$ cat src/design/sgrm_pkg.sv
package sgrm_pkg;

  localparam int REGION_SLOTS = 16;
  localparam int TABLE_WIDTH  = 64;
  localparam int HANDLE_BITS  = 16;
  localparam int COORD_BITS   = 16;
  localparam int OP_BITS      = 2;
  localparam int STATUS_BITS  = 2;
  localparam int QUEUE_DEPTH  = 2;

  localparam int LOCAL_BITS = $clog2(TABLE_WIDTH);
  localparam int SLOT_BITS  = (REGION_SLOTS > 1) ? $clog2(REGION_SLOTS) : 1;
  localparam int BASE_BITS  = COORD_BITS - LOCAL_BITS;
  localparam int ADDR_BITS  = SLOT_BITS + 2 * LOCAL_BITS;
  localparam int QPTR_BITS  = (QUEUE_DEPTH > 1) ? $clog2(QUEUE_DEPTH) : 1;
  localparam int QCNT_BITS  = $clog2(QUEUE_DEPTH + 1);

  localparam logic [OP_BITS-1:0] OP_ADD    = 2'd0;
  localparam logic [OP_BITS-1:0] OP_REMOVE = 2'd1;
  localparam logic [OP_BITS-1:0] OP_LOOKUP = 2'd2;

  localparam logic [STATUS_BITS-1:0] ST_OK        = 2'd0;
  localparam logic [STATUS_BITS-1:0] ST_NO_REGION = 2'd1;
  localparam logic [STATUS_BITS-1:0] ST_FULL      = 2'd2;

  typedef struct packed {
    logic                   wr_en;
    logic                   rd_en;
    logic [ADDR_BITS-1:0]   addr;
    logic [HANDLE_BITS-1:0] wdata;
    logic [STATUS_BITS-1:0] status;
  } cmd_t;

endpackage

$ cat src/design/sgrm_queue.sv
module sgrm_queue import sgrm_pkg::*; (
  input  logic clk,
  input  logic rst_n,
  input  logic push,
  input  cmd_t push_cmd,
  input  logic pop,
  output cmd_t pop_cmd,
  output logic full,
  output logic empty
);

  cmd_t                 slot_r [QUEUE_DEPTH];
  logic [QPTR_BITS-1:0] wptr_r;
  logic [QPTR_BITS-1:0] wptr_nxt;
  logic [QPTR_BITS-1:0] rptr_r;
  logic [QPTR_BITS-1:0] rptr_nxt;
  logic [QCNT_BITS-1:0] count_r;
  logic [QCNT_BITS-1:0] count_nxt;

  assign full    = (count_r == QCNT_BITS'(QUEUE_DEPTH));
  assign empty   = (count_r == '0);
  assign pop_cmd = slot_r[rptr_r];

  always_comb begin
    wptr_nxt  = wptr_r;
    rptr_nxt  = rptr_r;
    count_nxt = count_r;
    if (push) begin
      wptr_nxt = (wptr_r == QPTR_BITS'(QUEUE_DEPTH - 1)) ? '0 : wptr_r + 1'b1;
    end
    if (pop) begin
      rptr_nxt = (rptr_r == QPTR_BITS'(QUEUE_DEPTH - 1)) ? '0 : rptr_r + 1'b1;
    end
    if (push && !pop) begin
      count_nxt = count_r + 1'b1;
    end else if (pop && !push) begin
      count_nxt = count_r - 1'b1;
    end
  end

  always_ff @(posedge clk) begin
    if (!rst_n) begin
      wptr_r  <= '0;
      rptr_r  <= '0;
      count_r <= '0;
    end else begin
      wptr_r  <= wptr_nxt;
      rptr_r  <= rptr_nxt;
      count_r <= count_nxt;
    end
  end

  always_ff @(posedge clk) begin
    if (push) begin
      slot_r[wptr_r] <= push_cmd;
    end
  end

  a_no_overflow: assert property (@(posedge clk) disable iff (!rst_n)
    !(push && full))
    else $error("A command was written into a full queue.");

  a_no_underflow: assert property (@(posedge clk) disable iff (!rst_n)
    !(pop && empty))
    else $error("A command was taken from an empty queue.");

endmodule

$ cat config.mk
export PLATFORM = sky130hd
export DESIGN_NAME = sgrm_queue
export DESIGN_NICKNAME = d
export VERILOG_FILES = /design/src/design/sgrm_pkg.sv /design/src/design/sgrm_queue.sv
export SDC_FILE = /design/constraint.sdc
export NUM_CORES = 1
export LEC_CHECK = 0
export BUFFER_PORTS_ARGS = -buffer_cell sky130_fd_sc_hd__buf_2
export CAP_MARGIN = 20
export CORE_MARGIN = 5
export CORE_UTILIZATION = 45
export CTS_BUF_LIST = sky130_fd_sc_hd__clkbuf_8
export CTS_CLUSTER_DIAMETER = 150
export CTS_CLUSTER_SIZE = 30
export DETAILED_ROUTE_END_ITERATION = 10
export HOLD_SLACK_MARGIN = 0.12
export PLACE_DENSITY = 0.78
export SLEW_MARGIN = 30
export SYNTH_ARGS = -nofsm -noshare
export SYNTH_HDL_FRONTEND = slang
export SYNTH_SLANG_ARGS = --single-unit
$ cat constraint.sdc
create_clock -name clk -period 2.5 [get_ports clk]
set_input_delay 0.625 -clock clk [delete_from_list [all_inputs] [get_ports clk]]
set_output_delay 0.625 -clock clk [all_outputs]
set_load 0.1 [all_outputs]
; After elaboration in Yosys (flattened, before gate mapping)
; Memories as Yosys holds them, arrays and structs flattened. A register that Yosys moved wholly into a read port is not among the register bits.
; Index checks and enable logic that the tools add are counted.
[op_classes]
add_sub_neg = 4
eq_ne = 1
muxes = 8
reduce_logical = 6
[op_table]
columns = operator, count
row1 = 1-bit two-way mux, 6
row2 = 2-bit two-way mux, 2
row3 = 1-bit adder (second input constant), 2
row4 = 2-bit by 1-bit adder with 2-bit output (second input constant), 1
row5 = 2-bit equality test (second input constant), 1
row6 = 1-bit logical AND, 2
row7 = 1-bit zero test, 2
row8 = 2-bit zero test, 1
row9 = 2-bit nonzero test, 1
row10 = 2-bit by 1-bit subtractor with 2-bit output (second input constant), 1
[totals]
regBits = 4
ram_bits = 72
inputBits = 40
out_inout_bits = 38
elab_cells = 23
n_memories = 1
[mem_list]
columns = name, depth, word_bits, rd, rd_ports_with_merged_regs, write_ports, line
row1 = slot_r, 2, 36, 1, 1, 1, sgrm_queue.sv:12  ; cmd_t slot_r [QUEUE_DEPTH];

; Longest topological paths before layout
; Gate-level depths: netlist of run 1.
[logic_depth]
word_depth = 4
mapped_depth = 5
mapped_depth_nobuf = 5

; Least setup slack after synthesis of run 1
; OpenSTA, ideal clock, no wires.
[synth_timing]
path_type = input -> register
startpoint = input port push
endpoint = memory slot_r[0][0] (netlist bit), enable pin
setup_ps = 435
arrival_time_ps = 2274
t_required_ps = 2065
path_slack_ps = -209
stages = 1
n_path_buf = 0
path_cell_list = nor2b_1
[synth_via]
elab_chain_len = 2
[synth_rtl]
columns = element, line
row1 = start: declaration, sgrm_queue.sv:4  ; input logic push,
row2 = 1-bit two-way mux, sgrm_queue.sv:54  ; if (push) begin
row3 = 1-bit two-way mux (implied by the code), sgrm_queue.sv:55  ; slot_r[wptr_r] <= push_cmd;
row4 = end: declaration, sgrm_queue.sv:12
; Every way passes these cells.

==> impl_metrics.env, run 1 <==
export IMPL_crit_path_top_delay_cell="sky130_fd_sc_hd__dfxtp_2"
export IMPL_cell_with_the_most_instances_on_the_worst_path="sky130_fd_sc_hd__buf_12"
export IMPL_detailedRoute_firstPassIterationCount=4
export IMPL_power_per_cell_area_nw_per_um2=800
export IMPL_grt_first_pass_wirelength_um=7560
export IMPL_mappedNetlistNets=175
export IMPL_nNetsFinal=262
export IMPL_top_level_ports=78
export IMPL_critPathMaxStageDelay_ns=0.44
export IMPL_cts_sink_count=77
export IMPL_cp_buffers_inverters=2
export IMPL_post_synth_instance_area_sq_um=2830
export IMPL_worstSetupEndpointType="output port"
export IMPL_report_final_setup_viol=0
export IMPL_tritoncts_num_buffers=9
export IMPL_classification_of_the_worst_setup_path="reg -> out"
export IMPL_postRouteAntennaNets=0
export IMPL_antenna_found_initial=0
export IMPL_antennaDiodeCount=0
export IMPL_postSynthRegisterBits=77
export IMPL_final_cell_count_no_fill=301
export IMPL_setup_repair_after_global_routing_missed_its_margin="no"
export IMPL_setup_tns_ns=0
export IMPL_report_final_hold_viol_count=0
export IMPL_timing_clock_skew_ns=0.00737
export IMPL_ys_seq_area_frac=0.801
export IMPL_status="finished clean"
export IMPL_mostFrequentLayoutCells="sky130_fd_sc_hd__edfxtp_1, sky130_fd_sc_hd__buf_2, sky130_fd_sc_hd__buf_12, sky130_fd_sc_hd__mux2_2, sky130_fd_sc_hd__clkbuf_8"
export IMPL_route_final_wire_length_um=4970
export IMPL_dieHeight_um=89.2
export IMPL_worstPathArrival_ns=1.58
export IMPL_vias=1452
export IMPL_cp_start_kind="flip-flop"
export IMPL_cts_clk_slew_worst_paths_ns=0.07
export IMPL_globalRouteTotalUtil=0.135
export IMPL_cts_root_buffer="sky130_fd_sc_hd__clkbuf_8"
export IMPL_cts_tree="yes"
export IMPL_pin_count_of_the_biggest_net_entering_global_routing=30
export IMPL_drv_max_cap_violation_count=0
export IMPL_power_after_layout_w=0.00323
export IMPL_layout_cells_most_common="sky130_fd_sc_hd__edfxtp_1"
export IMPL_ctsResizeCount=0
export IMPL_worst_ir_drop_vdd_v=0.000466
export IMPL_critical_path_required_ns=1.88
export IMPL_cp_delay_by_family_top="flip-flops"
export IMPL_synth_top_cell_area_share=0.765
export IMPL_io_port_bufs=77
export IMPL_grt_pass1_vias=1527
export IMPL_final_max_slew_viol_count=0
export IMPL_cts_buffer_depth=2
export IMPL_drcViolationCount=0
export IMPL_syn_instance_count=134
export IMPL_number_of_h_tree_levels=3
export IMPL_tightest_slew_ns=0.486
export IMPL_worstPathCellList="buf_12, mux2_2, buf_12"
export IMPL_global_route_overflow_total=0
export IMPL_synth_top_cells_by_area="sky130_fd_sc_hd__edfxtp_1, sky130_fd_sc_hd__mux2_2, sky130_fd_sc_hd__dfxtp_1"
export IMPL_routed_wire_length_per_instance_um=16.5
export IMPL_avgSynthCellArea_sq_um=21.1
export IMPL_max_clock_freq_ghz=0.453
export IMPL_regToRegSetupSlack_ns=1.20
export IMPL_detailedPlacementHpwl_um=3590
export IMPL_initial_utilization=0.469
export IMPL_routed_via_density=4.82
export IMPL_drive_gt1_frac=0.584
export IMPL_floorplan_rows=28
export IMPL_final_weighted_congestion_in_routability_driven_placement=0.671
export IMPL_layout_utilization=0.669
export IMPL_yosysTopAreaCell="sky130_fd_sc_hd__edfxtp_1"
export IMPL_yosysWarningCount=0
export IMPL_detailedRoute_firstIterationViolations=75
export IMPL_cts_setup_buffers=0
export IMPL_post_synth_num_cell_types=17
export IMPL_postCtsHoldBufs=0
export IMPL_timing_hold_worst_class="in -> reg"
export IMPL_period_share=0.883
export IMPL_fp_coreArea_sq_um=6030
export IMPL_path_max_fanout=29
export IMPL_power_leakage_nw=1.52
export IMPL_fin_crit_ns=2.21
export IMPL_insertion_delay_ns=0.34
export IMPL_dp_cells=285
export IMPL_timing_slew_headroom=0.678
export IMPL_syn_to_final_growth_pct=42.7
export IMPL_die_width_um=89.2
export IMPL_dieArea_sq_um=7960
## worst paths after layout
| check | from | to | depth (start not counted) |
|---|---|---|---|
| worst min-delay path | push_cmd[32] | slot_r[1][32]$_DFFE_PP_ | 1 |
| worst max register to register | wptr_r$_SDFFE_PN0P_ | slot_r[1][8]$_DFFE_PP_ | 2 |
| worst max-delay path | flip-flop | pop_cmd[27] | 3 |
| worst min register to register | count_r[1]$_SDFFE_PN0P_ | count_r[1]$_SDFFE_PN0P_ | 2 |
## stage by stage
stage,worst slack (ns),area [sq um],hold WS (ns)
4_1_cts,0.264,4030,0.459
3_5_place_dp,0.631,3880,0.496
2_1_floorplan,0.292,2830,0.466
6_report,0.291,4030,0.475
3_3_place_gp,0.635,3880,0.480
5_1_grt,0.220,4030,0.446
## per-layer routing
layer,global-route usage,routed length [um],vias to the layer above,share of wire
met3,0.0442,308,7,0.062
met1,0.143,1830,701,0.37
met5,0,0,-,0
met4,0.0690,61,0,0.012
li1,-,-,695,-
met2,0.240,2770,49,0.56
## synthesized netlist by cell type
master                     number
sky130_fd_sc_hd__mux2_2        36
sky130_fd_sc_hd__o21ai_0        1
sky130_fd_sc_hd__edfxtp_1      72
sky130_fd_sc_hd__dfxtp_1        5
sky130_fd_sc_hd__nor2_1         1
sky130_fd_sc_hd__and2_1         4
sky130_fd_sc_hd__buf_2          1
sky130_fd_sc_hd__o21a_1         1
sky130_fd_sc_hd__xor2_1         2
sky130_fd_sc_hd__ha_1           1
sky130_fd_sc_hd__nor2b_1        2
sky130_fd_sc_hd__a21boi_1       1
sky130_fd_sc_hd__xnor2_1        1
sky130_fd_sc_hd__inv_1          1
sky130_fd_sc_hd__or3_1          1
sky130_fd_sc_hd__buf_6          3
sky130_fd_sc_hd__and2b_2        1
## state kept, by name (all words and copies together), names as in the netlist, named ones only
register	count
slot_r	72
wptr_r	1
rptr_r	1
count_r	2
## where the power goes
| part | internal (W) | switching [W] |
|---|---|---|
| Clock | 0.000342 | 0.000401 |
| Sequential | 0.00149 | 0.0000248 |
| Combinational | 0.000341 | 0.000633 |
## cell type report
| class | instances | area [sq um] |
|---|---|---|
| repair buffers | 80 | 986 |
| well taps | 75 | 93.8 |
| flip-flops and latches | 77 | 2260 |
| fillers | 401 | 1990 |
| inverters | 1 | 3.75 |
| clock inverters | 7 | 32.5 |
| multi-input cells | 52 | 529 |
| clock buffers | 9 | 124 |
## cells by family after synthesis
kind of cell | Yosys count | synth area share
adder cells (fa/ha/maj) | 1 | 0.00443
AND/OR/NAND/NOR | 9 | 0.0199
AO/OA/AOI/OAI | 3 | 0.00709
multiplexers | 36 | 0.143
XOR/XNOR | 3 | 0.00930
flip-flops | 77 | 0.801
buffers and inverters | 5 | 0.0151
## worst reg2reg max path, stage by stage (launching register included)
cell and delay, ns:
sky130_fd_sc_hd__dfxtp_1 0.39, sky130_fd_sc_hd__and2_2 0.38, sky130_fd_sc_hd__buf_12 0.24
Power figures use the tool's default switching activity.
==> inputs of run 2 (changes only) <==
Settings changed: CORE_MARGIN 5 to 3, PLACE_DENSITY 0.78 to 0.75.
Clock period 2.5 ns to 2.8 ns, I/O delays scaled along.
==> run 2 against run 1 <==
Compared with the run above: first-iteration DRC count fell by 24%; utilization up 1.9 points; final area is 2.2% higher; final cell count stayed put; count of clock-buffer cells in the layout is 3 higher; wire length shrank 0.42%; critical endpoint is now pop_cmd[19].
==> impl_metrics.env, run 2 (synthesized netlist as in run 1, its figures left out) <==
export IMPL_setup_tns_ns=0
export IMPL_max_clock_freq_ghz=0.422
export IMPL_route_final_wire_length_um=4950
export IMPL_ctsResizeCount=0
export IMPL_final_max_slew_viol_count=0
export IMPL_regMostFlops="slot_r"
export IMPL_largest_register_ffs=72
export IMPL_tritoncts_num_buffers=9
export IMPL_worst_ir_drop_vdd_v=0.000482
export IMPL_routed_via_density=4.80
export IMPL_status="finished clean"
export IMPL_worst_hold_startpoint="count_r[1]$_SDFFE_PN0P_"
export IMPL_layout_cells_most_common="sky130_fd_sc_hd__edfxtp_1"
export IMPL_classification_of_the_worst_setup_path="reg -> out"
export IMPL_initial_utilization=0.472
export IMPL_rr_worst_depth=2
export IMPL_mostFrequentLayoutCells="sky130_fd_sc_hd__edfxtp_1, sky130_fd_sc_hd__buf_2, sky130_fd_sc_hd__buf_12, sky130_fd_sc_hd__mux2_2, sky130_fd_sc_hd__clkbuf_8"
export IMPL_antenna_found_initial=0
export IMPL_floorplan_rows=28
export IMPL_nNetsFinal=262
export IMPL_cts_buffer_depth=2
export IMPL_fin_crit_ns=2.37
export IMPL_tightest_slew_ns=0.553
export IMPL_top_regs="slot_r x72, count_r x2"
export IMPL_min_delay_path_depth=2
export IMPL_setup_repair_after_global_routing_missed_its_margin="no"
export IMPL_cp_start_kind="flip-flop"
export IMPL_postRouteAntennaNets=0
export IMPL_layout_utilization=0.688
export IMPL_number_of_h_tree_levels=3
export IMPL_dpl_worst_slack_ns=0.772
export IMPL_drv_max_cap_violation_count=0
export IMPL_cts_tree="yes"
export IMPL_timing_slew_headroom=0.630
export IMPL_power_per_cell_area_nw_per_um2=786
export IMPL_worstSetupEndpointType="output port"
export IMPL_top_level_ports=78
export IMPL_antennaDiodeCount=0
export IMPL_grt_first_pass_wirelength_um=7790
export IMPL_cts_setup_buffers=0
export IMPL_drcViolationCount=0
export IMPL_die_width_um=85.2
export IMPL_fin_worst_hold_slack_ns=0.522
export IMPL_critical_path_required_ns=2.10
export IMPL_timing_hold_worst_class="reg -> reg"
export IMPL_timing_clock_skew_ns=0.00381
export IMPL_report_final_setup_viol=0
export IMPL_drive_gt1_frac=0.593
export IMPL_regToRegSetupSlack_ns=1.43
export IMPL_cts_clk_slew_worst_paths_ns=0.07
export IMPL_power_leakage_nw=1.57
export IMPL_cts_sink_count=77
export IMPL_vias=1444
export IMPL_n_fill_cell=372
export IMPL_timing_rr_start="wptr_r$_SDFFE_PN0P_"
export IMPL_final_weighted_congestion_in_routability_driven_placement=0.717
export IMPL_syn_to_final_growth_pct=45.9
export IMPL_postCtsHoldBufs=0
export IMPL_crit_path_top_delay_cell="sky130_fd_sc_hd__mux2_2"
export IMPL_worstPathArrival_ns=1.67
export IMPL_io_port_bufs=77
export IMPL_critPathMaxStageDelay_ns=0.43
export IMPL_path_max_fanout=36
export IMPL_report_final_hold_viol_count=0
export IMPL_dieHeight_um=85.2
export IMPL_power_after_layout_w=0.00324
export IMPL_pin_count_of_the_biggest_net_entering_global_routing=37
export IMPL_detailedRoute_firstIterationViolations=57
export IMPL_global_route_overflow_total=0
export IMPL_grt_pass1_vias=1579
export IMPL_routed_wire_length_per_instance_um=16.4
export IMPL_detailedPlacementHpwl_um=3390
export IMPL_worstPathCellList="buf_4, mux2_2, buf_12"
export IMPL_insertion_delay_ns=0.33
export IMPL_fp_coreArea_sq_um=5990
export IMPL_timing_final_ws_setup_ns=0.432
export IMPL_period_share=0.846
export IMPL_dieArea_sq_um=7270
export IMPL_globalRouteTotalUtil=0.146
export IMPL_cts_root_buffer="sky130_fd_sc_hd__clkbuf_8"
export IMPL_detailedRoute_firstPassIterationCount=5
-- run 2: cell count changes in the layout (fill, tap and decap cells not counted), sizes merged --
cell	change
bufinv	+3
clkbuf	+3
clkinv	-6
clkinvlp	-1
inv	+1
-- run 2: path summary, 6_finish.rpt --
check	to
setup / recovery	pop_cmd[19]
hold reg to reg	count_r[1]$_SDFFE_PN0P_
hold / removal	count_r[1]$_SDFFE_PN0P_
setup reg to reg	slot_r[1][24]$_DFFE_PP_
-- run 2: critical path: cells and delay by family (launching register included) --
| family | cells | cell delay [ns] |
|---|---|---|
| multiplexers | 1 | 0.43 |
| buffers and inverters | 2 | 0.57 |
| flip-flops | 1 | 0.31 |
-- run 2: per-stage QoR --
step | std cells | area [sq um]
finish | 301 | 4120
global route | 301 | 4120
CTS | 301 | 4120
detailed placement | 285 | 3860
global placement | 285 | 3860
floorplan | 134 | 2830
-- run 2: power breakdown --
part	internal [W]	switching, W
logic	0.000301	0.000569
clock network	0.000662	0.000365
registers	0.00133	0.0000176
total	0.00229	0.000951
-- run 2: area by class of cell --
cell class / instances / area [sq um] / share of cell area
flip-flops and latches: 77 / 2260 / 0.549
repair buffers: 80 / 973 / 0.236
multi-input cells: 52 / 529 / 0.128
clock buffers: 12 / 165 / 0.0401
clock inverters: 4 / 93.8 / 0.0228
well taps: 75 / 93.8 / 0.0228
inverters: 1 / 3.75 / 0.000911
-- run 2: layer usage --
layer / vias up / GRT usage / part of all wire
li1: 693 / - / -
met1: 699 / 0.163 / 0.39
met2: 40 / 0.251 / 0.54
met3: 12 / 0.0427 / 0.044
met4: 0 / 0.0820 / 0.024
met5: - / 0 / 0
