[src/design/sgrm_pkg.sv]
package sgrm_pkg;

  localparam int REGION_SLOTS = 16;
  localparam int TABLE_WIDTH  = 64;
  localparam int HANDLE_BITS  = 16;
  localparam int COORD_BITS   = 16;
  localparam int OP_BITS      = 2;
  localparam int STATUS_BITS  = 2;
  localparam int QUEUE_DEPTH  = 2;

  localparam int LOCAL_BITS = $clog2(TABLE_WIDTH);
  localparam int SLOT_BITS  = (REGION_SLOTS > 1) ? $clog2(REGION_SLOTS) : 1;
  localparam int BASE_BITS  = COORD_BITS - LOCAL_BITS;
  localparam int ADDR_BITS  = SLOT_BITS + 2 * LOCAL_BITS;
  localparam int QPTR_BITS  = (QUEUE_DEPTH > 1) ? $clog2(QUEUE_DEPTH) : 1;
  localparam int QCNT_BITS  = $clog2(QUEUE_DEPTH + 1);

  localparam logic [OP_BITS-1:0] OP_ADD    = 2'd0;
  localparam logic [OP_BITS-1:0] OP_REMOVE = 2'd1;
  localparam logic [OP_BITS-1:0] OP_LOOKUP = 2'd2;

  localparam logic [STATUS_BITS-1:0] ST_OK        = 2'd0;
  localparam logic [STATUS_BITS-1:0] ST_NO_REGION = 2'd1;
  localparam logic [STATUS_BITS-1:0] ST_FULL      = 2'd2;

  typedef struct packed {
    logic                   wr_en;
    logic                   rd_en;
    logic [ADDR_BITS-1:0]   addr;
    logic [HANDLE_BITS-1:0] wdata;
    logic [STATUS_BITS-1:0] status;
  } cmd_t;

endpackage

[src/design/sgrm_front.sv]
module sgrm_front import sgrm_pkg::*; (
  input  logic                          clk,
  input  logic                          rst_n,
  input  logic                          in_valid,
  output logic                          in_stall,
  input  logic        [OP_BITS-1:0]     in_op,
  input  logic signed [COORD_BITS-1:0]  in_cell_x,
  input  logic signed [COORD_BITS-1:0]  in_cell_z,
  input  logic        [HANDLE_BITS-1:0] in_handle,
  input  logic                          clear_busy,
  input  logic                          q_full,
  output logic                          q_push,
  output cmd_t                          q_cmd
);

  logic [REGION_SLOTS-1:0] valid_r;
  logic [REGION_SLOTS-1:0] valid_nxt;
  logic [BASE_BITS-1:0]    col_r [REGION_SLOTS];
  logic [BASE_BITS-1:0]    row_r [REGION_SLOTS];

  logic [BASE_BITS-1:0]    base_col;
  logic [BASE_BITS-1:0]    base_row;
  logic [LOCAL_BITS-1:0]   local_x;
  logic [LOCAL_BITS-1:0]   local_z;
  logic [REGION_SLOTS-1:0] match;
  logic [SLOT_BITS-1:0]    hit_slot;
  logic [SLOT_BITS-1:0]    free_slot;
  logic                    hit;
  logic                    has_free;
  logic                    alloc;
  logic                    accept;

  assign base_col = in_cell_x[COORD_BITS-1:LOCAL_BITS];
  assign base_row = in_cell_z[COORD_BITS-1:LOCAL_BITS];
  assign local_x  = in_cell_x[LOCAL_BITS-1:0];
  assign local_z  = in_cell_z[LOCAL_BITS-1:0];

  assign in_stall = clear_busy || q_full;
  assign accept   = in_valid && !in_stall;
  assign q_push   = accept;

  always_comb begin
    for (int i = 0; i < REGION_SLOTS; i++) begin
      match[i] = valid_r[i] && (col_r[i] == base_col) && (row_r[i] == base_row);
    end
  end

  // The lowest matching slot and the lowest free slot win.
  always_comb begin
    hit_slot  = '0;
    free_slot = '0;
    for (int i = REGION_SLOTS - 1; i >= 0; i--) begin
      if (match[i]) begin
        hit_slot = SLOT_BITS'(i);
      end
      if (!valid_r[i]) begin
        free_slot = SLOT_BITS'(i);
      end
    end
  end

  assign hit      = |match;
  assign has_free = ~&valid_r;

  always_comb begin
    q_cmd        = '0;
    q_cmd.status = ST_OK;
    q_cmd.addr   = {hit_slot, local_x, local_z};
    alloc        = 1'b0;
    unique case (in_op)
      OP_ADD: begin
        if (hit) begin
          q_cmd.wr_en = 1'b1;
          q_cmd.wdata = in_handle;
        end else if (has_free) begin
          alloc       = 1'b1;
          q_cmd.wr_en = 1'b1;
          q_cmd.wdata = in_handle;
          q_cmd.addr  = {free_slot, local_x, local_z};
        end else begin
          q_cmd.status = ST_FULL;
        end
      end
      OP_REMOVE: begin
        if (hit) begin
          q_cmd.wr_en = 1'b1;
        end else begin
          q_cmd.status = ST_NO_REGION;
        end
      end
      OP_LOOKUP: begin
        if (hit) begin
          q_cmd.rd_en = 1'b1;
        end else begin
          q_cmd.status = ST_NO_REGION;
        end
      end
      default: begin
        q_cmd.status = ST_OK;
      end
    endcase
  end

  always_comb begin
    valid_nxt = valid_r;
    if (accept && alloc) begin
      valid_nxt[free_slot] = 1'b1;
    end
  end

  always_ff @(posedge clk) begin
    if (!rst_n) begin
      valid_r <= '0;
    end else begin
      valid_r <= valid_nxt;
    end
  end

  always_ff @(posedge clk) begin
    if (accept && alloc) begin
      col_r[free_slot] <= base_col;
      row_r[free_slot] <= base_row;
    end
  end

  a_single_match: assert property (@(posedge clk) disable iff (!rst_n)
    $onehot0(match))
    else $error("Two directory slots hold the same region.");

  a_no_accept_while_clearing: assert property (@(posedge clk) disable iff (!rst_n)
    clear_busy |-> !q_push)
    else $error("A request was taken while the cell memory was being cleared.");

  a_alloc_sets_valid: assert property (@(posedge clk) disable iff (!rst_n)
    (accept && alloc) |=> ($countones(valid_r) == $countones($past(valid_r)) + 1))
    else $error("An allocation did not claim a new slot.");

endmodule

[config.mk]
export PLATFORM = sky130hd
export DESIGN_NAME = sgrm_front
export DESIGN_NICKNAME = d
export VERILOG_FILES = /design/src/design/sgrm_pkg.sv /design/src/design/sgrm_front.sv
export SDC_FILE = /design/constraint.sdc
export NUM_CORES = 1
export LEC_CHECK = 0
export BUFFER_PORTS_ARGS = -buffer_cell sky130_fd_sc_hd__buf_2
export CORE_MARGIN = 2
export CORE_UTILIZATION = 35
export DETAILED_ROUTE_END_ITERATION = 7
export SYNTH_ARGS = -nofsm -noshare
export SYNTH_HDL_FRONTEND = slang
export SYNTH_SLANG_ARGS = --single-unit
[constraint.sdc]
create_clock -name clk -period 7.65 [get_ports clk]
set_input_delay 1.1475 -clock clk [delete_from_list [all_inputs] [get_ports clk]]
set_output_delay 1.1475 -clock clk [all_outputs]
set_load 0.02 [all_outputs]
Word level (Yosys, flattened, before mapping)
Memory sizes are Yosys's and may differ from the RTL's.
Cells that the tools add are included.
{"block": "word_totals", "register_bits": 16, "ramBits": 320, "in_bits": 55, "out_inout_bits": 38, "word_cells": 132, "mem_count": 2}
{"block": "op_classes", "magnitude_cmp": 2, "n_eq_ne": 34, "n_mux": 51, "bitwise": 1, "reduce_logical": 41}
{"memory": "col_r", "words": 16, "width": 10, "rd": 16, "rd_ports_with_merged_regs": 0, "wr": 1, "line_no": "sgrm_front.sv:18", "rtl": "logic [BASE_BITS-1:0] col_r [REGION_SLOTS];"}
{"memory": "row_r", "words": 16, "width": 10, "rd": 16, "rd_ports_with_merged_regs": 0, "wr": 1, "line_no": "sgrm_front.sv:19", "rtl": "logic [BASE_BITS-1:0] row_r [REGION_SLOTS];"}
{"op": "$eq A10 B10 Y1", "n": 32}
{"op": "$mux W4", "n": 32}
{"op": "$mux W32", "n": 2}
{"op": "$logic_and A1 B1 Y1", "n": 35}
{"op": "$mux W16", "n": 2}
{"op": "$or A16 B16 Y16", "n": 1}
{"op": "$reduce_and A16 Y1", "n": 1}
{"op": "$reduce_or A16 Y1", "n": 1}
{"op": "$mux W1", "n": 10}
{"op": "$lt A4 B5 Y1 const B", "n": 1}
{"op": "$demux W1 S4", "n": 1}
{"op": "$ge A4 B1 Y1 const B", "n": 1}
{"op": "$mux W2", "n": 2}
{"op": "$pmux W2 S2", "n": 1}
{"op": "$eq A2 B1 Y1 const B", "n": 1}
{"op": "$eq A2 B2 Y1 const B", "n": 1}
{"op": "$logic_not A2 Y1", "n": 1}
{"op": "$pmux W1 S2", "n": 1}
{"op": "$reduce_or A2 Y1", "n": 1}
{"op": "$logic_not A1 Y1", "n": 1}
{"op": "$logic_or A1 B1 Y1", "n": 1}

Logic depth before layout (Yosys ltp)
Gate-level depths: netlist (run 1).
An unclocked memory read counts as a cell.
{"block": "depth", "word_depth": 23, "ltp_mapped": 13, "mapped_depth_nobuf": 8}

Worst setup path before layout (run 1)
No wires, ideal clock.
{"block": "synth_path", "path_kind": "input to register", "startpoint": "in in_cell_x[15]", "endpoint": "mem col_r[13][0] in the netlist's numbering, enable pin", "setup_time_ns": 0.455, "arrival_time_ns": 5.005, "t_required_ns": 7.195, "slack_ns": 2.190, "cell_stages": 10, "n_path_buf": 2, "cell_sequence": "buf_4 xor2_1 or2_1 nor3b_1 and4_1 nand4b_1 or4_1 buf_4 nor4_1 nor4b_1"}
{"block": "synth_between", "elab_chain_len": 9, "word_cells_on_any_way": 54, "classes_between": "eq/ne: 16; mux: 4; reduce/logical: 34"}
{"element": "from (decl)", "line_no": "sgrm_front.sv:7", "rtl": "input logic signed [COORD_BITS-1:0] in_cell_x,"}
{"element": "$eq A10 B10 Y1", "line_no": "sgrm_front.sv:44", "rtl": "match[i] = valid_r[i] && (col_r[i] == base_col) && (row_r[i] == base_row);"}
{"element": "$logic_and A1 B1 Y1 (2 in series)", "line_no": "sgrm_front.sv:44"}
{"element": "$reduce_or A16 Y1 *", "line_no": "sgrm_front.sv:62", "rtl": "assign hit = |match;"}
{"element": "$mux W1 *", "line_no": "sgrm_front.sv:72", "rtl": "if (hit) begin"}
{"element": "$mux W1 *", "line_no": "sgrm_front.sv:70", "rtl": "unique case (in_op)"}
{"element": "$logic_and A1 B1 Y1 *", "line_no": "sgrm_front.sv:120", "rtl": "if (accept && alloc) begin"}
{"element": "$mux W1 *", "line_no": "sgrm_front.sv:120"}
{"element": "$mux W1 (not written as such) *", "line_no": "sgrm_front.sv:121", "rtl": "col_r[free_slot] <= base_col;"}
{"element": "to (decl)", "line_no": "sgrm_front.sv:18"}
Mark *: on every way between the ends. The rest lies on a longest branch, timed or not.

==> reports/results.env, run 1 <==
POSTSYNTHCELLCOUNT=1131
POST_CTS.RESIZED_INSTANCES=0
DIE_H_UM=217
CTS_HOLD_BUFFERS=0
GRT_PASS1_WL_MM=59.6
FLOORPLAN.DIE_AREA_UM2=47100
FINAL_SETUP_MARGIN_NS=1.94
SYNTH_COMPOUND_AREA_SHARE_PCT=1.94
DETAIL_ROUTE.WL_PER_CELL_UM=21.5
MAXIMUM_CLOCK_PATH_BUFFER_COUNT=3
FIN_TNS_SETUP_NS=0
DESIGN.CORE.AREA_UM2=45100
PLACED_AREA_UM2=16700
MAX_FREQ_GHz=0.175
DPL.HPWL_MM=24.5
MINIMUM_CLOCK_PERIOD_AFTER_LAYOUT_NS=5.71
HOLD_PATH_CLASS='reg -> reg'
SYNTHESIS.AREA_UM2=15900
WORST_SETUP_PATH_END_KIND='primary output'
POWER.TOTAL_uW=3940
ROWS=78
FIRST_GLOBAL_VIAS=9444
DRC_ERRORS=0
SYNTHARSTFLOPSHARE_PCT=0
IOPINCOUNT=93
MAX-VDD-IR-DROP_mV=0.121
SYNTH_SIMPLE_GATE_AREA_SHARE_PCT=14.1
YOSYS.AREA_SHARE.XOR_XNOR_PCT=17.5
START_KIND='input port'
POST_ROUTE_CELLS_DRIVE_ABOVE_1_SHARE_PCT=14.6
GRT_UTIL_ALL_LAYERS_PCT=16.8
ROOT_BUFFER='sky130_fd_sc_hd__clkbuf_16'
FLOORPLAN.DIE.WIDTH_UM=217
SYNTH-ADDER-AREA-SHARE_PCT=0.315
POWER.LEAKAGE_uW=0.00541
YOSYSSEQAREASHARE_PCT=62.5
SYNTH_TOP_FAMILY_BY_AREA='XOR/XNOR gates'
WORST-ENDPOINT-REQUIRED_NS=6.50
FINAL_UTIL_PCT=39.5
POST-ROUTE-PERIOD-UTIL_PCT=74.6
TIMING_WORST_SETUP_PATH_TYPE='in -> out'
FINCLKSKEW_NS=0.0204
FINAL-MAX-SLEW-VIOLATION-COUNT=0
ROUTED_WL_MM=39.3
PATH_CLK_SLEW_NS=0.06
OVERFLOW=0
CLKSINKCOUNT=336
CTS_TREE='built'
PLACEMENT.SETUP.WORST_SLACK_NS=1.91
DRT_FIRST_ITER_VIOLATIONS=908
CTS_BUFFERS=37
FINISH.INSTANCE_AREA_UM2=17800
LAYOUT.CELLS.MOST_COMMON='sky130_fd_sc_hd__edfxtp_1'
POWER-PER-CELL-AREA_nW_PER_UM2=221
ROUTED-VIA-COUNT=9615
VIA_PER_INST=5.25
NETS=1259
SYNTH_NETS=1190
GRT_START_MAX_NET_PINS=33
HOLD_VIOLATIONS=0
SYNTH_ENABLE_FLOP_CELLS=320
RSZ_0062_RAISED_AFTER_GLOBAL_ROUTING='false'
SYNTH_SEQ_CELLS=336
START_UTIL_PCT=35.2
SYNTH.AREA.MUX_SHARE_PCT=0
YS_DOMINANT_REG_CELL='sky130_fd_sc_hd__edfxtp_1'
MAXSLEWHEADROOM_PCT=17.1
FINAL_CELL_MIX='320 x sky130_fd_sc_hd__edfxtp_1, 245 x sky130_fd_sc_hd__xnor2_1, 111 x sky130_fd_sc_hd__nand4_1'
WORST_SLEW_PIN_SLEW_NS=1.24
DRT_PASS1_ITERATIONS=7
CLOCK_TREE.HTREE_LEVEL_COUNT=2
ANTENNA_VIOLATING_NETS_POST_ROUTE=0
POST_SYNTH.CELL_AREA_AVG_UM2=14.0
SYNTH.YOSYS.WARNINGS=0
RUN_STATUS='completed'
NUMBER_OF_FAILING_SETUP_ENDPOINTS_IN_THE_FINAL_TIMING_REPORT=0
POSTCTSSETUPREPAIRBUFS=0
POST_SYNTH_NUM_CELL_TYPES=52
FINALWEIGHTEDCONGESTION=0.850
MAX_CAP_VIOL_COUNT=0
SYNTHESIS_TO_LAYOUT_AREA_GROWTH_PCT=12.2
ANTENNA_VIOLATIONS_BEFORE_REPAIR=1
CLOCK_INSERTION_DELAY_WORST_SKEW_NS=0.53
LARGEST_FANOUT_OF_ANY_NET_ON_THE_CRITICAL_PATH=32
NUMPORTBUFFERS=68
WORSTPATHARRIVAL_NS=4.56
[worst paths after layout]
kind,from,to,slack [ns],cells past startpoint
max,in_cell_x[9],q_cmd[9],1.94,10
min,valid_r[13],valid_r[13],0.55,2
max reg2reg,col_r[11][9],col_r[11][4],3.84,8
min reg2reg,valid_r[13],valid_r[13],0.55,2
[cells in the mapped netlist (7+ instances only)]
cell	instances	area (µm²)
sky130_fd_sc_hd__nand2_1	31	116
sky130_fd_sc_hd__nand4b_1	15	131
sky130_fd_sc_hd__nand3_1	39	195
sky130_fd_sc_hd__nor2_1	9	33.8
sky130_fd_sc_hd__xor2_1	73	639
sky130_fd_sc_hd__nor3b_1	16	120
sky130_fd_sc_hd__buf_6	25	282
sky130_fd_sc_hd__inv_1	12	45.0
sky130_fd_sc_hd__nor3_1	7	35.0
sky130_fd_sc_hd__nand4_1	111	694
sky130_fd_sc_hd__and2_1	16	100
sky130_fd_sc_hd__nor4_1	52	325
sky130_fd_sc_hd__xnor2_1	245	2150
sky130_fd_sc_hd__o31ai_1	8	60.1
sky130_fd_sc_hd__buf_4	31	233
sky130_fd_sc_hd__or2_2	14	87.6
sky130_fd_sc_hd__dfxtp_1	16	320
sky130_fd_sc_hd__edfxtp_1	320	9610
[sequential cells by signal, summed over array words and instances, names as in the netlist]
register  cells
valid_r      16
col_r       160
row_r       160
[through the flow]
step / hold WS [ns] / cells
6_report: 0.546 / 1830
5_1_grt: 0.575 / 1830
4_1_cts: 0.541 / 1829
3_5_place_dp: 0.534 / 1761
3_3_place_gp: 0.531 / 1761
2_1_floorplan: 0.473 / 1131
[power by group]
part	total [µW]	switching [µW]	internal (µW)
registers	2010	0.769	2010
clock network	1670	697	975
logic	252	172	80.8
[worst max-delay path, stage by stage]
cell and delay [ns]:
sky130_fd_sc_hd__buf_2 0.77, sky130_fd_sc_hd__xor2_1 0.24, sky130_fd_sc_hd__nand4b_1 0.22, sky130_fd_sc_hd__or4_1 0.55
sky130_fd_sc_hd__nor4_2 0.31, sky130_fd_sc_hd__nand4bb_1 0.17, sky130_fd_sc_hd__or4_1 0.46, sky130_fd_sc_hd__o21a_2 0.34
sky130_fd_sc_hd__and2_1 0.16, sky130_fd_sc_hd__buf_2 0.16
[logic make-up (layout without fill, tap and decap cells)]
kind of cell	Yosys count	in the layout
AOI/OAI and AO/OA	44	44
xor gates and xnor gates	318	318
adders and majority gates	4	4
buffers and inverters	73	171
DFF	336	336
other	0	1
and+or+nand+nor	356	356
[metal layers]
layer / GRT usage, % / vias up / share of wire (%)
li1: - / 4381 / -
met1: 24.1 / 4869 / 47
met2: 26.3 / 289 / 45
met3: 2.40 / 76 / 5.6
met4: 5.25 / 0 / 2.7
met5: 0 / - / 0
[area by class of cell]
| class | instances | area, µm² |
|---|---|---|
| timing repair buffer | 91 | 513 |
| sequential | 336 | 9930 |
| multi-input combinational | 722 | 5440 |
| clock inverter | 20 | 123 |
| clock buffer | 48 | 1020 |
| inverter | 12 | 45.0 |
| tap | 600 | 751 |
| fill | 4257 | 27300 |
| antenna | 1 | 2.50 |
Power figures use the tool's default switching activity.
==> inputs of run 2 (changes only) <==
clock period = 5.7 ns   (was 7.65 ns; I/O delays follow)
==> run 2 against run 1 <==
Worst setup slack worse by 1.2 ns; routed wire length increased by 1.5%; sequential share of layout area fell by 0.91 points; sequential power increased by 34%; final cell count is 1.4% higher; critical path depth did not move; die area did not move; cell area rose by 1.7%; critical path type unchanged.
==> reports/results.env, run 2 (same netlist as run 1, synthesis figures left out) <==
CRITPATHTOPFAMILY='simple AND/OR/NAND/NOR gates'  # unchanged
SYNTHESIS_TO_LAYOUT_AREA_GROWTH_PCT=14.1  # was 12.2%
WORST-ENDPOINT-REQUIRED_NS=4.85  # was 6.50 ns
NETS=1288  # was 1259
MAXSLEWHEADROOM_PCT=36.3  # was 17.1%
WORST_SETUP_PATH_END_KIND='primary output'  # unchanged
HOLD_VIOLATIONS=0  # unchanged
FINAL_CELL_MIX='320 x sky130_fd_sc_hd__edfxtp_1, 245 x sky130_fd_sc_hd__xnor2_1, 111 x sky130_fd_sc_hd__nand4_1'  # unchanged
ROUTED-VIA-COUNT=9701  # was 9615
NUMPORTBUFFERS=68  # unchanged
START_UTIL_PCT=35.2  # unchanged
CTS_TREE='built'  # unchanged
ANTENNA_VIOLATING_NETS_POST_ROUTE=0  # unchanged
TIMING_WORST_SETUP_PATH_TYPE='in -> out'  # unchanged
WORST_HOLD_STARTPOINT='valid_r[13]'  # unchanged
POST-ROUTE-PERIOD-UTIL_PCT=86.7
VIA_PER_INST=5.23  # was 5.25
POWER.LEAKAGE_uW=0.00557  # was 0.00541 µW
DPL.CELL_COUNT=1790  # was 1761
DRC_ERRORS=0  # unchanged
DRT_PASS1_ITERATIONS=5  # was 7
DESIGN.CORE.AREA_UM2=45100  # unchanged
GRT_START_MAX_NET_PINS=34  # was 33
DRT_FIRST_ITER_VIOLATIONS=854  # was 908
MAX-VDD-IR-DROP_mV=0.210  # was 0.121 mV
MAX_CAP_VIOL_COUNT=0  # unchanged
N_ANTENNA_CELL=0  # was 1
ROWS=78  # unchanged
TIMING.CRITICAL_PATH.DEPTH=10  # unchanged
TIMING.RR.START='col_r[13][2]'  # was col_r[11][9]
GRT_PASS1_WL_MM=60.2  # was 59.6 mm
FINAL_CELLS=1855  # was 1830
FLOORPLAN.DIE_AREA_UM2=47100  # unchanged
RUN_STATUS='completed'  # unchanged
CLOCK_TREE.HTREE_LEVEL_COUNT=2  # unchanged
CTS_HOLD_BUFFERS=0  # unchanged
OVERFLOW=0  # unchanged
DPL.HPWL_MM=27.2  # was 24.5 mm
COUNT_OF_BUFFERING_CELLS_ON_THE_CRITICAL_PATH_WITH_INVERTERS_INCLUDED=2  # unchanged
MAX_FREQ_GHz=0.202
DETAIL_ROUTE.WL_PER_CELL_UM=21.5  # about the same
GRT_UTIL_ALL_LAYERS_PCT=16.9  # was 16.8%
FIN_TNS_SETUP_NS=0  # unchanged
ROUTED_WL_MM=39.9  # was 39.3 mm
POSTCTSSETUPREPAIRBUFS=0  # unchanged
FINCLKSKEW_NS=0.0156  # was 0.0204 ns
R2R_CELLS=10  # was 8
CLOCK_INSERTION_DELAY_WORST_SKEW_NS=0.51  # was 0.53 ns
START_KIND='input port'  # unchanged
WORST_SLEW_PIN_SLEW_NS=0.955  # was 1.24 ns
CLKSINKCOUNT=336  # unchanged
MINIMUM_CLOCK_PERIOD_AFTER_LAYOUT_NS=4.94
CTS_BUFFERS=37  # unchanged
ROOT_BUFFER='sky130_fd_sc_hd__clkbuf_16'  # unchanged
CRIT_PATH_CELL_TRACE='buf_2 -> xnor2_1 -> nand4_1 -> or4_1 -> nor4_2 -> nand4bb_1 -> or4_1 -> o21a_2 -> and2_1 -> buf_2'  # was buf_2 -> xor2_1 -> nand4b_1 -> or4_1 -> nor4_2 -> nand4bb_1 -> or4_1 -> o21a_2 -> and2_1 -> buf_2
FINALWEIGHTEDCONGESTION=0.921  # was 0.850
PLACEMENT.SETUP.WORST_SLACK_NS=0.799  # was 1.91 ns
CRITICAL_REGISTER_TO_REGISTER_PATH_ENDPOINT='row_r[5][3]'  # was col_r[11][4]
MAXIMUM_CLOCK_PATH_BUFFER_COUNT=3  # unchanged
PATH_CLK_SLEW_NS=0.06  # about the same
POWER-PER-CELL-AREA_nW_PER_UM2=294  # was 221 nW/µm²
LARGEST_FANOUT_OF_ANY_NET_ON_THE_CRITICAL_PATH=19  # was 32
CRITICAL-PATH-MAX-STAGE-DELAY_NS=0.61  # was 0.77 ns
MIN_DELAY_PATH_DEPTH=2  # unchanged
FIRST_GLOBAL_VIAS=9704  # was 9444
POST_CTS.RESIZED_INSTANCES=0  # unchanged
ANTENNA_VIOLATIONS_BEFORE_REPAIR=1  # unchanged
R2R_SETUP_SLACK_NS=2.08  # was 3.84 ns
NUMBER_OF_FAILING_SETUP_ENDPOINTS_IN_THE_FINAL_TIMING_REPORT=0  # unchanged
FINAL_UTIL_PCT=40.2  # was 39.5%
FINAL_SETUP_MARGIN_NS=0.757  # was 1.94 ns
LARGESTREGISTERS='col_r x160, row_r x160, valid_r x16'  # unchanged
LAYOUT.CELLS.MOST_COMMON='sky130_fd_sc_hd__edfxtp_1'  # unchanged
WORSTPATHARRIVAL_NS=4.09  # was 4.56 ns
LAYOUT.FILLER_CELLS=4183  # was 4257
RSZ_0062_RAISED_AFTER_GLOBAL_ROUTING='false'  # unchanged
IOPINCOUNT=93  # unchanged
HOLD_END='valid_r[13]'  # unchanged
DIE_H_UM=217  # unchanged
CP_SLOWEST_CELL='sky130_fd_sc_hd__buf_2'  # unchanged
POST_ROUTE_CELLS_DRIVE_ABOVE_1_SHARE_PCT=16.3  # was 14.6%
FLOORPLAN.DIE.WIDTH_UM=217  # unchanged
HOLD_PATH_CLASS='reg -> reg'  # unchanged
FINAL-MAX-SLEW-VIOLATION-COUNT=0  # unchanged
run 2: power by group:
group	internal, µW	switching, µW	total (µW)
registers	2700	1.01	2700
clock network	1340	931	2270
logic	127	236	363
run 2: cell type report:
class	instances	area, µm²	share of cell area (%)
flip-flops and latches	336	9930	54.8
multi-input cells	722	5440	30.0
clock buffers	45	966	5.33
repair buffers	120	818	4.52
well taps	600	751	4.14
clock inverters	20	169	0.932
inverters	12	45.0	0.249
run 2: layer usage:
layer  routed length (µm)  track usage, %  vias to the layer above
met3                 2510            2.75                       88
met2                18100            26.9                      314
li1                     -               -                     4439
met1                18000            23.4                     4860
met5                    0               0                        -
met4                 1310            6.05                        0
run 2: through the flow:
step / cell area, µm² / power [µW] / hold WS [ns]
6_report: 18100 / 5330 / 0.548
5_1_grt: 18100 / 5500 / 0.590
4_1_cts: 18100 / 5380 / 0.550
3_5_place_dp: 17000 / 3120 / 0.535
3_3_place_gp: 17000 / 3120 / 0.534
2_1_floorplan: 15900 / 3000 / 0.473
run 2: worst register-to-register path, delay by kind of cell, from the launching register on:
family / cells / cell delay (ns)
buf+inv: 2 / 0.49
flops: 1 / 0.41
simple gates: 7 / 2.19
xor+xnor: 1 / 0.24
run 2: how the worst max path moves through the flow:
| stage | to | from | slack, ns |
|---|---|---|---|
| finish | q_cmd[7] | in_cell_z[8] | 0.76 |
| global route | q_cmd[7] | in_cell_z[8] | 0.55 |
| CTS | q_cmd[17] | in_cell_z[8] | 0.78 |
| detailed placement | q_cmd[17] | in_cell_z[8] | 0.80 |
| global placement | q_cmd[15] | in_cell_z[8] | 0.85 |
| floorplan | col_r[13][0] | in_cell_x[15] | 0.53 |
